===== config.mk =====
export PLATFORM = sky130hd
export DESIGN_NAME = joystick_spring_force_polar_flat
export DESIGN_NICKNAME = d
export VERILOG_FILES = /design/src/rtl/jsfp_pkg.sv /design/src/rtl/jsfp_if.sv /design/src/rtl/joystick_spring_force_polar.sv /design/src/flat_wrapper.sv
export SDC_FILE = /design/constraint.sdc
export NUM_CORES = 2
export LEC_CHECK = 0
export ABC_CLOCK_PERIOD_IN_PS = 17300
export BUFFER_PORTS_ARGS = -buffer_cell sky130_fd_sc_hd__buf_2
export CAP_MARGIN = 20
export CORE_ASPECT_RATIO = 0.75
export CORE_MARGIN = 3
export CORE_UTILIZATION = 49
export DETAILED_ROUTE_END_ITERATION = 10
export PLACE_DENSITY = 0.65
export SLEW_MARGIN = 20
export SYNTH_ARGS = -nofsm -noshare
export SYNTH_HDL_FRONTEND = slang
export SYNTH_SLANG_ARGS = --single-unit

===== constraint.sdc =====
create_clock -name clk_i -period 17.3 [get_ports clk_i]
set_input_delay 0.865 -clock clk_i [delete_from_list [all_inputs] [get_ports clk_i]]
set_output_delay 0.865 -clock clk_i [all_outputs]
set_load 0.02 [all_outputs]

===== src/rtl/jsfp_pkg.sv =====
`default_nettype none
package jsfp_pkg;

  localparam int AxisW    = 8;
  localparam int PosW     = 16;
  localparam int MagW     = 9;
  localparam int DirW     = 9;
  localparam int DzW      = 15;
  localparam int GainW    = 8;
  localparam int LevelW   = 17;
  localparam int CfgIdxW  = 8;
  localparam int CfgDataW = 16;

  localparam int ForceW   = 23;
  localparam int SqW      = 2 * ForceW;
  localparam int NormW    = SqW + 1;
  localparam int NormShr  = 30;
  localparam int NormHiW  = NormW - NormShr;
  localparam int RootBitW = 4;
  localparam int FracW    = 16;
  localparam int CordW    = ForceW + FracW + 3;
  localparam int AngW     = 24;
  localparam int StepW    = 5;
  localparam int CordSteps = 20;
  localparam int DegW     = 7;

  localparam logic [DzW-1:0]   DeadZoneRst = DzW'(8000);
  localparam logic [GainW-1:0] GainRst     = GainW'(10);
  localparam logic [DegW-1:0]  DegCap      = DegW'(90);
  localparam logic [AngW-1:0]  AngCap      = AngW'(90) << FracW;

  localparam logic [DirW:0] DirNorth = (DirW + 1)'(0);
  localparam logic [DirW:0] DirEast  = (DirW + 1)'(90);
  localparam logic [DirW:0] DirSouth = (DirW + 1)'(180);
  localparam logic [DirW:0] DirWest  = (DirW + 1)'(270);

  typedef enum logic [CfgIdxW-1:0] {
    REG_DEAD_ZONE = 8'd0,
    REG_GAIN_X    = 8'd1,
    REG_GAIN_Y    = 8'd2
  } cfg_reg_e;

  function automatic logic [AngW-1:0] atan_lut(input logic [StepW-1:0] step);
    logic [AngW-1:0] v;
    case (step)
      5'd0:    v = AngW'(2949207);
      5'd1:    v = AngW'(1741019);
      5'd2:    v = AngW'(919906);
      5'd3:    v = AngW'(466959);
      5'd4:    v = AngW'(234386);
      5'd5:    v = AngW'(117307);
      5'd6:    v = AngW'(58668);
      5'd7:    v = AngW'(29336);
      5'd8:    v = AngW'(14668);
      5'd9:    v = AngW'(7334);
      5'd10:   v = AngW'(3667);
      5'd11:   v = AngW'(1834);
      5'd12:   v = AngW'(917);
      5'd13:   v = AngW'(458);
      5'd14:   v = AngW'(229);
      5'd15:   v = AngW'(115);
      5'd16:   v = AngW'(57);
      5'd17:   v = AngW'(29);
      5'd18:   v = AngW'(14);
      5'd19:   v = AngW'(7);
      default: v = '0;
    endcase
    return v;
  endfunction

endpackage
`default_nettype wire


===== src/rtl/jsfp_if.sv =====
`default_nettype none
interface jsfp_evt_if;
  import jsfp_pkg::*;
  logic                   valid;
  logic                   ready;
  logic [AxisW-1:0]       axis;
  logic signed [PosW-1:0] position;
  modport source (output valid, output axis, output position, input ready);
  modport sink   (input valid, input axis, input position, output ready);
endinterface

interface jsfp_res_if;
  import jsfp_pkg::*;
  logic            valid;
  logic            ready;
  logic [MagW-1:0] magnitude;
  logic [DirW-1:0] direction;
  modport source (output valid, output magnitude, output direction, input ready);
  modport sink   (input valid, input magnitude, input direction, output ready);
endinterface

interface jsfp_cfg_if;
  import jsfp_pkg::*;
  logic                valid;
  logic                ready;
  logic [CfgIdxW-1:0]  index;
  logic [CfgDataW-1:0] data;
  modport source (output valid, output index, output data, input ready);
  modport sink   (input valid, input index, input data, output ready);
endinterface
`default_nettype wire


===== src/rtl/joystick_spring_force_polar.sv =====
// channel | dir | transaction
// evt_i   | in  | axis, position
// res_o   | out | magnitude, direction
// cfg_i   | in  | index, data (dead_zone, gain_x, gain_y)
//
// an event with no active axis gives no result
// otherwise two gain products and two squares on the shared multiplier, 9 root bits and a finish step,
// plus up to 20 rotations of the shared shift-add stage when both axes are active and both gains are nonzero
// evt_i takes a new event while a finished result still waits on res_o
// asynchronous active-low reset; cfg_i is always ready
`default_nettype none
module joystick_spring_force_polar (
  input  logic        clk_i,
  input  logic        rst_ni,
  jsfp_evt_if.sink    evt_i,
  jsfp_res_if.source  res_o,
  jsfp_cfg_if.sink    cfg_i
);
  import jsfp_pkg::*;

  typedef enum logic [2:0] {
    ST_IDLE,
    ST_MUL_FX,
    ST_MUL_FY,
    ST_SQ_FX,
    ST_SQ_FY,
    ST_SQRT,
    ST_CORDIC,
    ST_FIN
  } state_e;

  state_e state_q;

  logic [DzW-1:0]   dz_q;
  logic [GainW-1:0] gain_x_q, gain_y_q;

  logic              x_act_q, x_neg_q, y_act_q, y_neg_q;
  logic [LevelW-1:0] x_mag_q, y_mag_q;

  logic [ForceW-1:0]      fx_q, fy_q;
  logic [NormW-1:0]       n_q;
  logic [MagW-1:0]        m_q;
  logic [RootBitW-1:0]    bit_q;
  logic signed [CordW-1:0] cx_q, cy_q;
  logic signed [AngW-1:0]  z_q;
  logic [StepW-1:0]       i_q;

  logic            res_valid_q;
  logic [MagW-1:0] res_mag_q;
  logic [DirW-1:0] res_dir_q;
  logic            res_load;

  // event decode
  logic signed [LevelW-1:0] pos_ext, dz_ext;
  logic                     pos_low, pos_high, pos_act;
  logic [LevelW-1:0]        pos_mag;
  logic                     evt_acc, x_act_n, y_act_n;

  assign pos_ext  = LevelW'(evt_i.position);
  assign dz_ext   = signed'({2'b00, dz_q});
  assign pos_low  = pos_ext < -dz_ext;
  assign pos_high = pos_ext > dz_ext;
  assign pos_act  = pos_low | pos_high;
  assign pos_mag  = pos_act ? (pos_low ? LevelW'(-pos_ext) : LevelW'(pos_ext)) : '0;

  assign evt_i.ready = (state_q == ST_IDLE);
  assign evt_acc     = evt_i.valid & evt_i.ready;
  assign x_act_n     = (evt_i.axis == AxisW'(0)) ? pos_act : x_act_q;
  assign y_act_n     = (evt_i.axis == AxisW'(1)) ? pos_act : y_act_q;

  // shared multiplier
  logic [ForceW-1:0] mul_a, mul_b;
  logic [SqW-1:0]    mul_p;
  logic [MagW-1:0]   root_cand;

  assign root_cand = m_q | (MagW'(1) << bit_q);
  assign mul_p     = mul_a * mul_b;

  always_comb begin
    mul_a = '0;
    mul_b = '0;
    unique case (state_q)
      ST_MUL_FX: begin
        mul_a = ForceW'(gain_x_q);
        mul_b = ForceW'(x_mag_q);
      end
      ST_MUL_FY: begin
        mul_a = ForceW'(gain_y_q);
        mul_b = ForceW'(y_mag_q);
      end
      ST_SQ_FX: begin
        mul_a = fx_q;
        mul_b = fx_q;
      end
      ST_SQ_FY: begin
        mul_a = fy_q;
        mul_b = fy_q;
      end
      ST_SQRT: begin
        mul_a = ForceW'(root_cand);
        mul_b = ForceW'(root_cand);
      end
      default: begin
        mul_a = '0;
        mul_b = '0;
      end
    endcase
  end

  logic root_fit;
  assign root_fit = mul_p <= SqW'(n_q[NormW-1 -: NormHiW]);

  // shared shift-add rotation stage
  logic [CordW-1:0]        cy_abs, sy_mag;
  logic signed [CordW-1:0] sy, sx;
  logic [AngW-1:0]         step_ang;

  assign cy_abs   = cy_q[CordW-1] ? CordW'(-cy_q) : CordW'(cy_q);
  assign sy_mag   = cy_abs >> i_q;
  assign sy       = cy_q[CordW-1] ? -signed'(sy_mag) : signed'(sy_mag);
  assign sx       = signed'(CordW'(cx_q) >> i_q);
  assign step_ang = atan_lut(i_q);

  // direction
  logic [DegW-1:0] t_abs;
  logic [7:0]      z_int;
  logic [DirW:0]   dir_base, dir_sum;

  assign z_int = z_q[FracW +: 8];

  always_comb begin
    if (z_q <= 0) begin
      t_abs = '0;
    end else if (z_int > 8'(DegCap)) begin
      t_abs = DegCap;
    end else begin
      t_abs = z_int[DegW-1:0];
    end
    dir_base = x_neg_q ? DirWest : DirEast;
    if (!x_act_q) begin
      dir_sum = y_neg_q ? DirSouth : DirNorth;
    end else if (!y_act_q) begin
      dir_sum = dir_base;
    end else if (x_neg_q ^ y_neg_q) begin
      dir_sum = dir_base + (DirW + 1)'(t_abs);
    end else begin
      dir_sum = dir_base - (DirW + 1)'(t_abs);
    end
  end

  assign res_load        = (state_q == ST_FIN) && (!res_valid_q || res_o.ready);
  assign cfg_i.ready     = 1'b1;
  assign res_o.valid     = res_valid_q;
  assign res_o.magnitude = res_mag_q;
  assign res_o.direction = res_dir_q;

  always_ff @(posedge clk_i or negedge rst_ni) begin
    if (!rst_ni) begin
      dz_q     <= DeadZoneRst;
      gain_x_q <= GainRst;
      gain_y_q <= GainRst;
    end else if (cfg_i.valid) begin
      unique case (cfg_i.index)
        REG_DEAD_ZONE: dz_q     <= cfg_i.data[DzW-1:0];
        REG_GAIN_X:    gain_x_q <= cfg_i.data[GainW-1:0];
        REG_GAIN_Y:    gain_y_q <= cfg_i.data[GainW-1:0];
        default:       ;
      endcase
    end
  end

  always_ff @(posedge clk_i or negedge rst_ni) begin
    if (!rst_ni) begin
      state_q     <= ST_IDLE;
      x_act_q     <= 1'b0;
      x_neg_q     <= 1'b0;
      y_act_q     <= 1'b0;
      y_neg_q     <= 1'b0;
      x_mag_q     <= '0;
      y_mag_q     <= '0;
      res_valid_q <= 1'b0;
    end else begin
      if (res_load) begin
        res_valid_q <= 1'b1;
        res_mag_q   <= m_q;
        res_dir_q   <= dir_sum[DirW-1:0];
      end else if (res_valid_q && res_o.ready) begin
        res_valid_q <= 1'b0;
      end
      unique case (state_q)
        ST_IDLE: begin
          if (evt_acc) begin
            if (evt_i.axis == AxisW'(0)) begin
              x_act_q <= pos_act;
              x_neg_q <= pos_low;
              x_mag_q <= pos_mag;
            end else if (evt_i.axis == AxisW'(1)) begin
              y_act_q <= pos_act;
              y_neg_q <= pos_high;
              y_mag_q <= pos_mag;
            end
            if (x_act_n || y_act_n) begin
              state_q <= ST_MUL_FX;
            end
          end
        end
        ST_MUL_FX: begin
          fx_q    <= mul_p[ForceW-1:0];
          state_q <= ST_MUL_FY;
        end
        ST_MUL_FY: begin
          fy_q    <= mul_p[ForceW-1:0];
          state_q <= ST_SQ_FX;
        end
        ST_SQ_FX: begin
          n_q     <= NormW'(mul_p);
          state_q <= ST_SQ_FY;
        end
        ST_SQ_FY: begin
          n_q     <= n_q + NormW'(mul_p);
          m_q     <= '0;
          bit_q   <= RootBitW'(MagW - 1);
          state_q <= ST_SQRT;
        end
        ST_SQRT: begin
          if (root_fit) begin
            m_q <= root_cand;
          end
          if (bit_q != '0) begin
            bit_q <= bit_q - RootBitW'(1);
          end else if (x_act_q && y_act_q && gain_x_q != '0 && gain_y_q != '0) begin
            cx_q    <= signed'(CordW'(fx_q) << FracW);
            cy_q    <= signed'(CordW'(fy_q) << FracW);
            z_q     <= '0;
            i_q     <= '0;
            state_q <= ST_CORDIC;
          end else begin
            z_q     <= (gain_y_q == '0) ? '0 : signed'(AngCap);
            state_q <= ST_FIN;
          end
        end
        ST_CORDIC: begin
          if (cy_q == '0) begin
            state_q <= ST_FIN;
          end else begin
            if (!cy_q[CordW-1]) begin
              cx_q <= cx_q + sy;
              cy_q <= cy_q - sx;
              z_q  <= z_q + signed'(step_ang);
            end else begin
              cx_q <= cx_q - sy;
              cy_q <= cy_q + sx;
              z_q  <= z_q - signed'(step_ang);
            end
            i_q <= i_q + StepW'(1);
            if (i_q == StepW'(CordSteps - 1)) begin
              state_q <= ST_FIN;
            end
          end
        end
        ST_FIN: begin
          if (res_load) begin
            state_q <= ST_IDLE;
          end
        end
        default: state_q <= ST_IDLE;
      endcase
    end
  end

endmodule
`default_nettype wire


===== src/flat_wrapper.sv =====
// flat-port wrapper written by rule: the top's interface ports become plain ports
module joystick_spring_force_polar_flat import jsfp_pkg::*;
  (clk_i, rst_ni, evt_i_valid, evt_i_axis, evt_i_position, evt_i_ready, res_o_valid, res_o_magnitude, res_o_direction, res_o_ready, cfg_i_valid, cfg_i_index, cfg_i_data, cfg_i_ready);
  jsfp_evt_if evt_i_i ();
  jsfp_res_if res_o_i ();
  jsfp_cfg_if cfg_i_i ();
  input  logic clk_i;
  input  logic rst_ni;
  input wire logic [$bits(evt_i_i.valid)-1:0] evt_i_valid;
  input wire logic [$bits(evt_i_i.axis)-1:0] evt_i_axis;
  input wire logic [$bits(evt_i_i.position)-1:0] evt_i_position;
  output wire logic [$bits(evt_i_i.ready)-1:0] evt_i_ready;
  output wire logic [$bits(res_o_i.valid)-1:0] res_o_valid;
  output wire logic [$bits(res_o_i.magnitude)-1:0] res_o_magnitude;
  output wire logic [$bits(res_o_i.direction)-1:0] res_o_direction;
  input wire logic [$bits(res_o_i.ready)-1:0] res_o_ready;
  input wire logic [$bits(cfg_i_i.valid)-1:0] cfg_i_valid;
  input wire logic [$bits(cfg_i_i.index)-1:0] cfg_i_index;
  input wire logic [$bits(cfg_i_i.data)-1:0] cfg_i_data;
  output wire logic [$bits(cfg_i_i.ready)-1:0] cfg_i_ready;
  assign evt_i_i.valid = evt_i_valid;
  assign evt_i_i.axis = evt_i_axis;
  assign evt_i_i.position = evt_i_position;
  assign evt_i_ready = evt_i_i.ready;
  assign res_o_valid = res_o_i.valid;
  assign res_o_magnitude = res_o_i.magnitude;
  assign res_o_direction = res_o_i.direction;
  assign res_o_i.ready = res_o_ready;
  assign cfg_i_i.valid = cfg_i_valid;
  assign cfg_i_i.index = cfg_i_index;
  assign cfg_i_i.data = cfg_i_data;
  assign cfg_i_ready = cfg_i_i.ready;
  joystick_spring_force_polar u_core (.clk_i(clk_i), .rst_ni(rst_ni), .evt_i(evt_i_i), .res_o(res_o_i), .cfg_i(cfg_i_i));
endmodule

==> impl_metrics.yaml <==
cells_and_area:
  drive_gt1_share_pct: 7.80
  final_nets: 6743
  n_fill_cell: 9452
  area_growth_pct: 6.61
clock_network:
  cts.clk_slew.worst_paths_ps: 70
  htree_levels: 2
  cts_tree: "done"
  cts_resized: 0
  root_buffer: "clkbuf_16"
  insertion_delay_ps: 610
  clock_path_buffers: 3
  cts_buffers: 41
  cts_num_sinks: 332
  hold_buffers: 0
  post-cts-setup-buffers: 0
timing:
  finalMaxSlewViolations: 0
  fin_worst_skew_ps: 34.9
  tightest_slew_ps: 1300
  rsz0062_at_grt: "no"
  timing.final.crit_share_pct: 74.9
  fin_tns_setup_ps: 0
  slew_headroom_pct: 13.0
  hold_violations: 0
  fin_crit_ps: 12960
  setup-violations-final: 0
  max_freq_ghz: 0.0772
yosys:
  synth_top_area_share_pct: 17.4
  synth.distinct_cells: 104
  synth_top_cell_by_area: "fa_1"
  syn_area_per_cell_um2: 8.42
  synth_common_cells: "nand2_1 (713), inv_1 (679), nor2_1 (568)"
  yosysWarnings: 0
  synth_cells: 5917
  async_flop_share_pct: 22.0
  netlist_top_cells_area: "fa_1 (17%), edfxtp_1 (14%), ha_1 (9.8%), nand2_1 (5.4%), inv_1 (5.1%)"
  synth-edff-count: 237
  yosysMostFrequentCell: "nand2_1"
  ys_ff_latch: 332
  synthesis.nets: 6795
  syn_area_um2: 49800
  yosysSeqAreaShare_pct: 18.9
  synthFlopType: "edfxtp_1"
grt:
  grt_pass1_wl_um: 263000
  antenna_found_initial: 10
  grt_pass1_vias: 42500
  grt_overflow_total: 0
  grt_usage_pct: 32.3
  grt_max_degree: 81
worst_setup_path:
  cp-start-kind: "flip-flop"
  cp_max_fo: 26
  end_kind: "flip-flop"
  cpPeakStageDelay_ps: 690
  crit_slowest_cell: "clkinv_1"
  arrival_ps: 13300
  crit_type: "reg2reg"
  required_ps: 17640
floorplanning:
  die_w_um: 374
  ios: 74
  num_rows: 100
  start_util_pct: 49.8
  die-area_um2: 106000
  dieHeight_um: 282
  core-area_um2: 100000
outcome:
  status: "completed"
routing:
  wl_um: 173000
  dr.pass1.iters: 6
  dr_total_vias: 45700
  drc: 0
  drtIter0Drc: 5330
  post_drt_via_cell_ratio: 6.32
  ant_nets: 0
  wire_per_inst_um: 24.0
placement:
  hpwl_um: 137000
  port_buffers: 71
  gp_congestion: 0.981
min_path:
  hp-class: "in2async"
run:
  drv_cap: 0
==> cell usage in the layout, fill, tap and decap left out, drive strengths merged, types with 60 or more instances in the layout <==
master	count
fa	433
xor2	118
a21oi	318
nand2b	65
xnor2	193
nor2	568
nand2	713
edfxtp	237
nor3	144
nand3	103
o21ai	263
dfrtp	63
inv	686
mux2i	69
a31oi	67
a21o	96
and2	60
nor4	69
ha	392
buf	187
==> layer usage <==
metal | vias up | track usage, % | share of wire [%]
met1 | 22400 | 50.6 | 46
met2 | 2453 | 43.0 | 38
li1 | 20600 | - | -
met4 | 6 | 4.98 | 1.7
met5 | - | 0 | 0.019
met3 | 225 | 10.7 | 14
==> flip-flops by register name, indices dropped and copies added, names as in the netlist <==
name / flops
u_core.n_q: 47
u_core.cx_q: 42
u_core.cy_q: 42
u_core.z_q: 24
u_core.fx_q: 23
u_core.fy_q: 23
u_core.step_ang: 22
u_core.x_mag_q: 17
u_core.y_mag_q: 17
u_core.dz_q: 15
u_core.m_q: 9
u_core.res_o.direction: 9
u_core.res_o.magnitude: 9
u_core.gain_x_q: 8
u_core.gain_y_q: 8
u_core.i_q: 5
u_core.bit_q: 4
u_core.state_q: 3
u_core.res_o.valid: 1
u_core.x_act_q: 1
u_core.x_neg_q: 1
u_core.y_act_q: 1
u_core.y_neg_q: 1
==> path summary, 6_finish.rpt <==
check	cells after the start	slack [ps]	startpoint	endpoint
max in group asynchronous	2	16110	rst_ni	u_core.x_mag_q[10]
worst max-delay path	46	4340	u_core.state_q[1]	u_core.n_q[46]
worst min register to register	0	490	u_core.m_q[6]	u_core.res_o.magnitude[6]
worst max register to register	46	4340	u_core.state_q[1]	u_core.n_q[46]
min in group clk_i	3	470	cfg_i_data[13]	u_core.dz_q[13]
worst min-delay path	1	190	rst_ni	u_core.state_q[2]
==> logic make-up after synthesis <==
logic type                 synth area share (%)
AOI/OAI and AO/OA                          17.5
buffers and inverters                      7.40
adders and majority gates                  27.2
xor gates and xnor gates                   5.47
DFF                                        18.9
and+or+nand+nor                            18.6
muxes                                      4.89
other                                   0.00752
==> final cells by class <==
class / instances / area (um2) / share of cell area, %
antenna: 6 / 15.0 / 0.0283
timing repair buffer: 189 / 1260 / 2.37
multi-input combinational: 4614 / 36900 / 69.4
inverter: 687 / 2580 / 4.85
sequential: 332 / 9400 / 17.7
tap: 1326 / 1660 / 3.12
clock buffer: 55 / 1150 / 2.17
clock inverter: 18 / 188 / 0.353
==> metrics by stage <==
step	cell area, um2	instances	worst slack, ps	hold slack, ps	utilization (%)
6_report	53100	7227	4340	188	53.1
5_1_grt	53100	7223	3710	191	53.1
4_1_cts	53100	7217	4700	146	53.0
3_5_place_dp	51700	7144	4760	451	51.7
3_3_place_gp	51700	7144	4750	464	51.7
2_1_floorplan	49800	5917	6650	427	-
==> critical path: cells and delay by family, from the launching register on <==
| kind | cells | cell delay [ps] |
|---|---|---|
| AOI/OAI and AO/OA | 15 | 4170 |
| and+or+nand+nor | 9 | 1610 |
| DFF | 1 | 530 |
| xor gates and xnor gates | 2 | 570 |
| adders and majority gates | 9 | 3880 |
| buffers and inverters | 11 | 1890 |
Power is not shown: default switching activity piles up to over one toggle a cycle in this logic, so the estimate is an artifact.
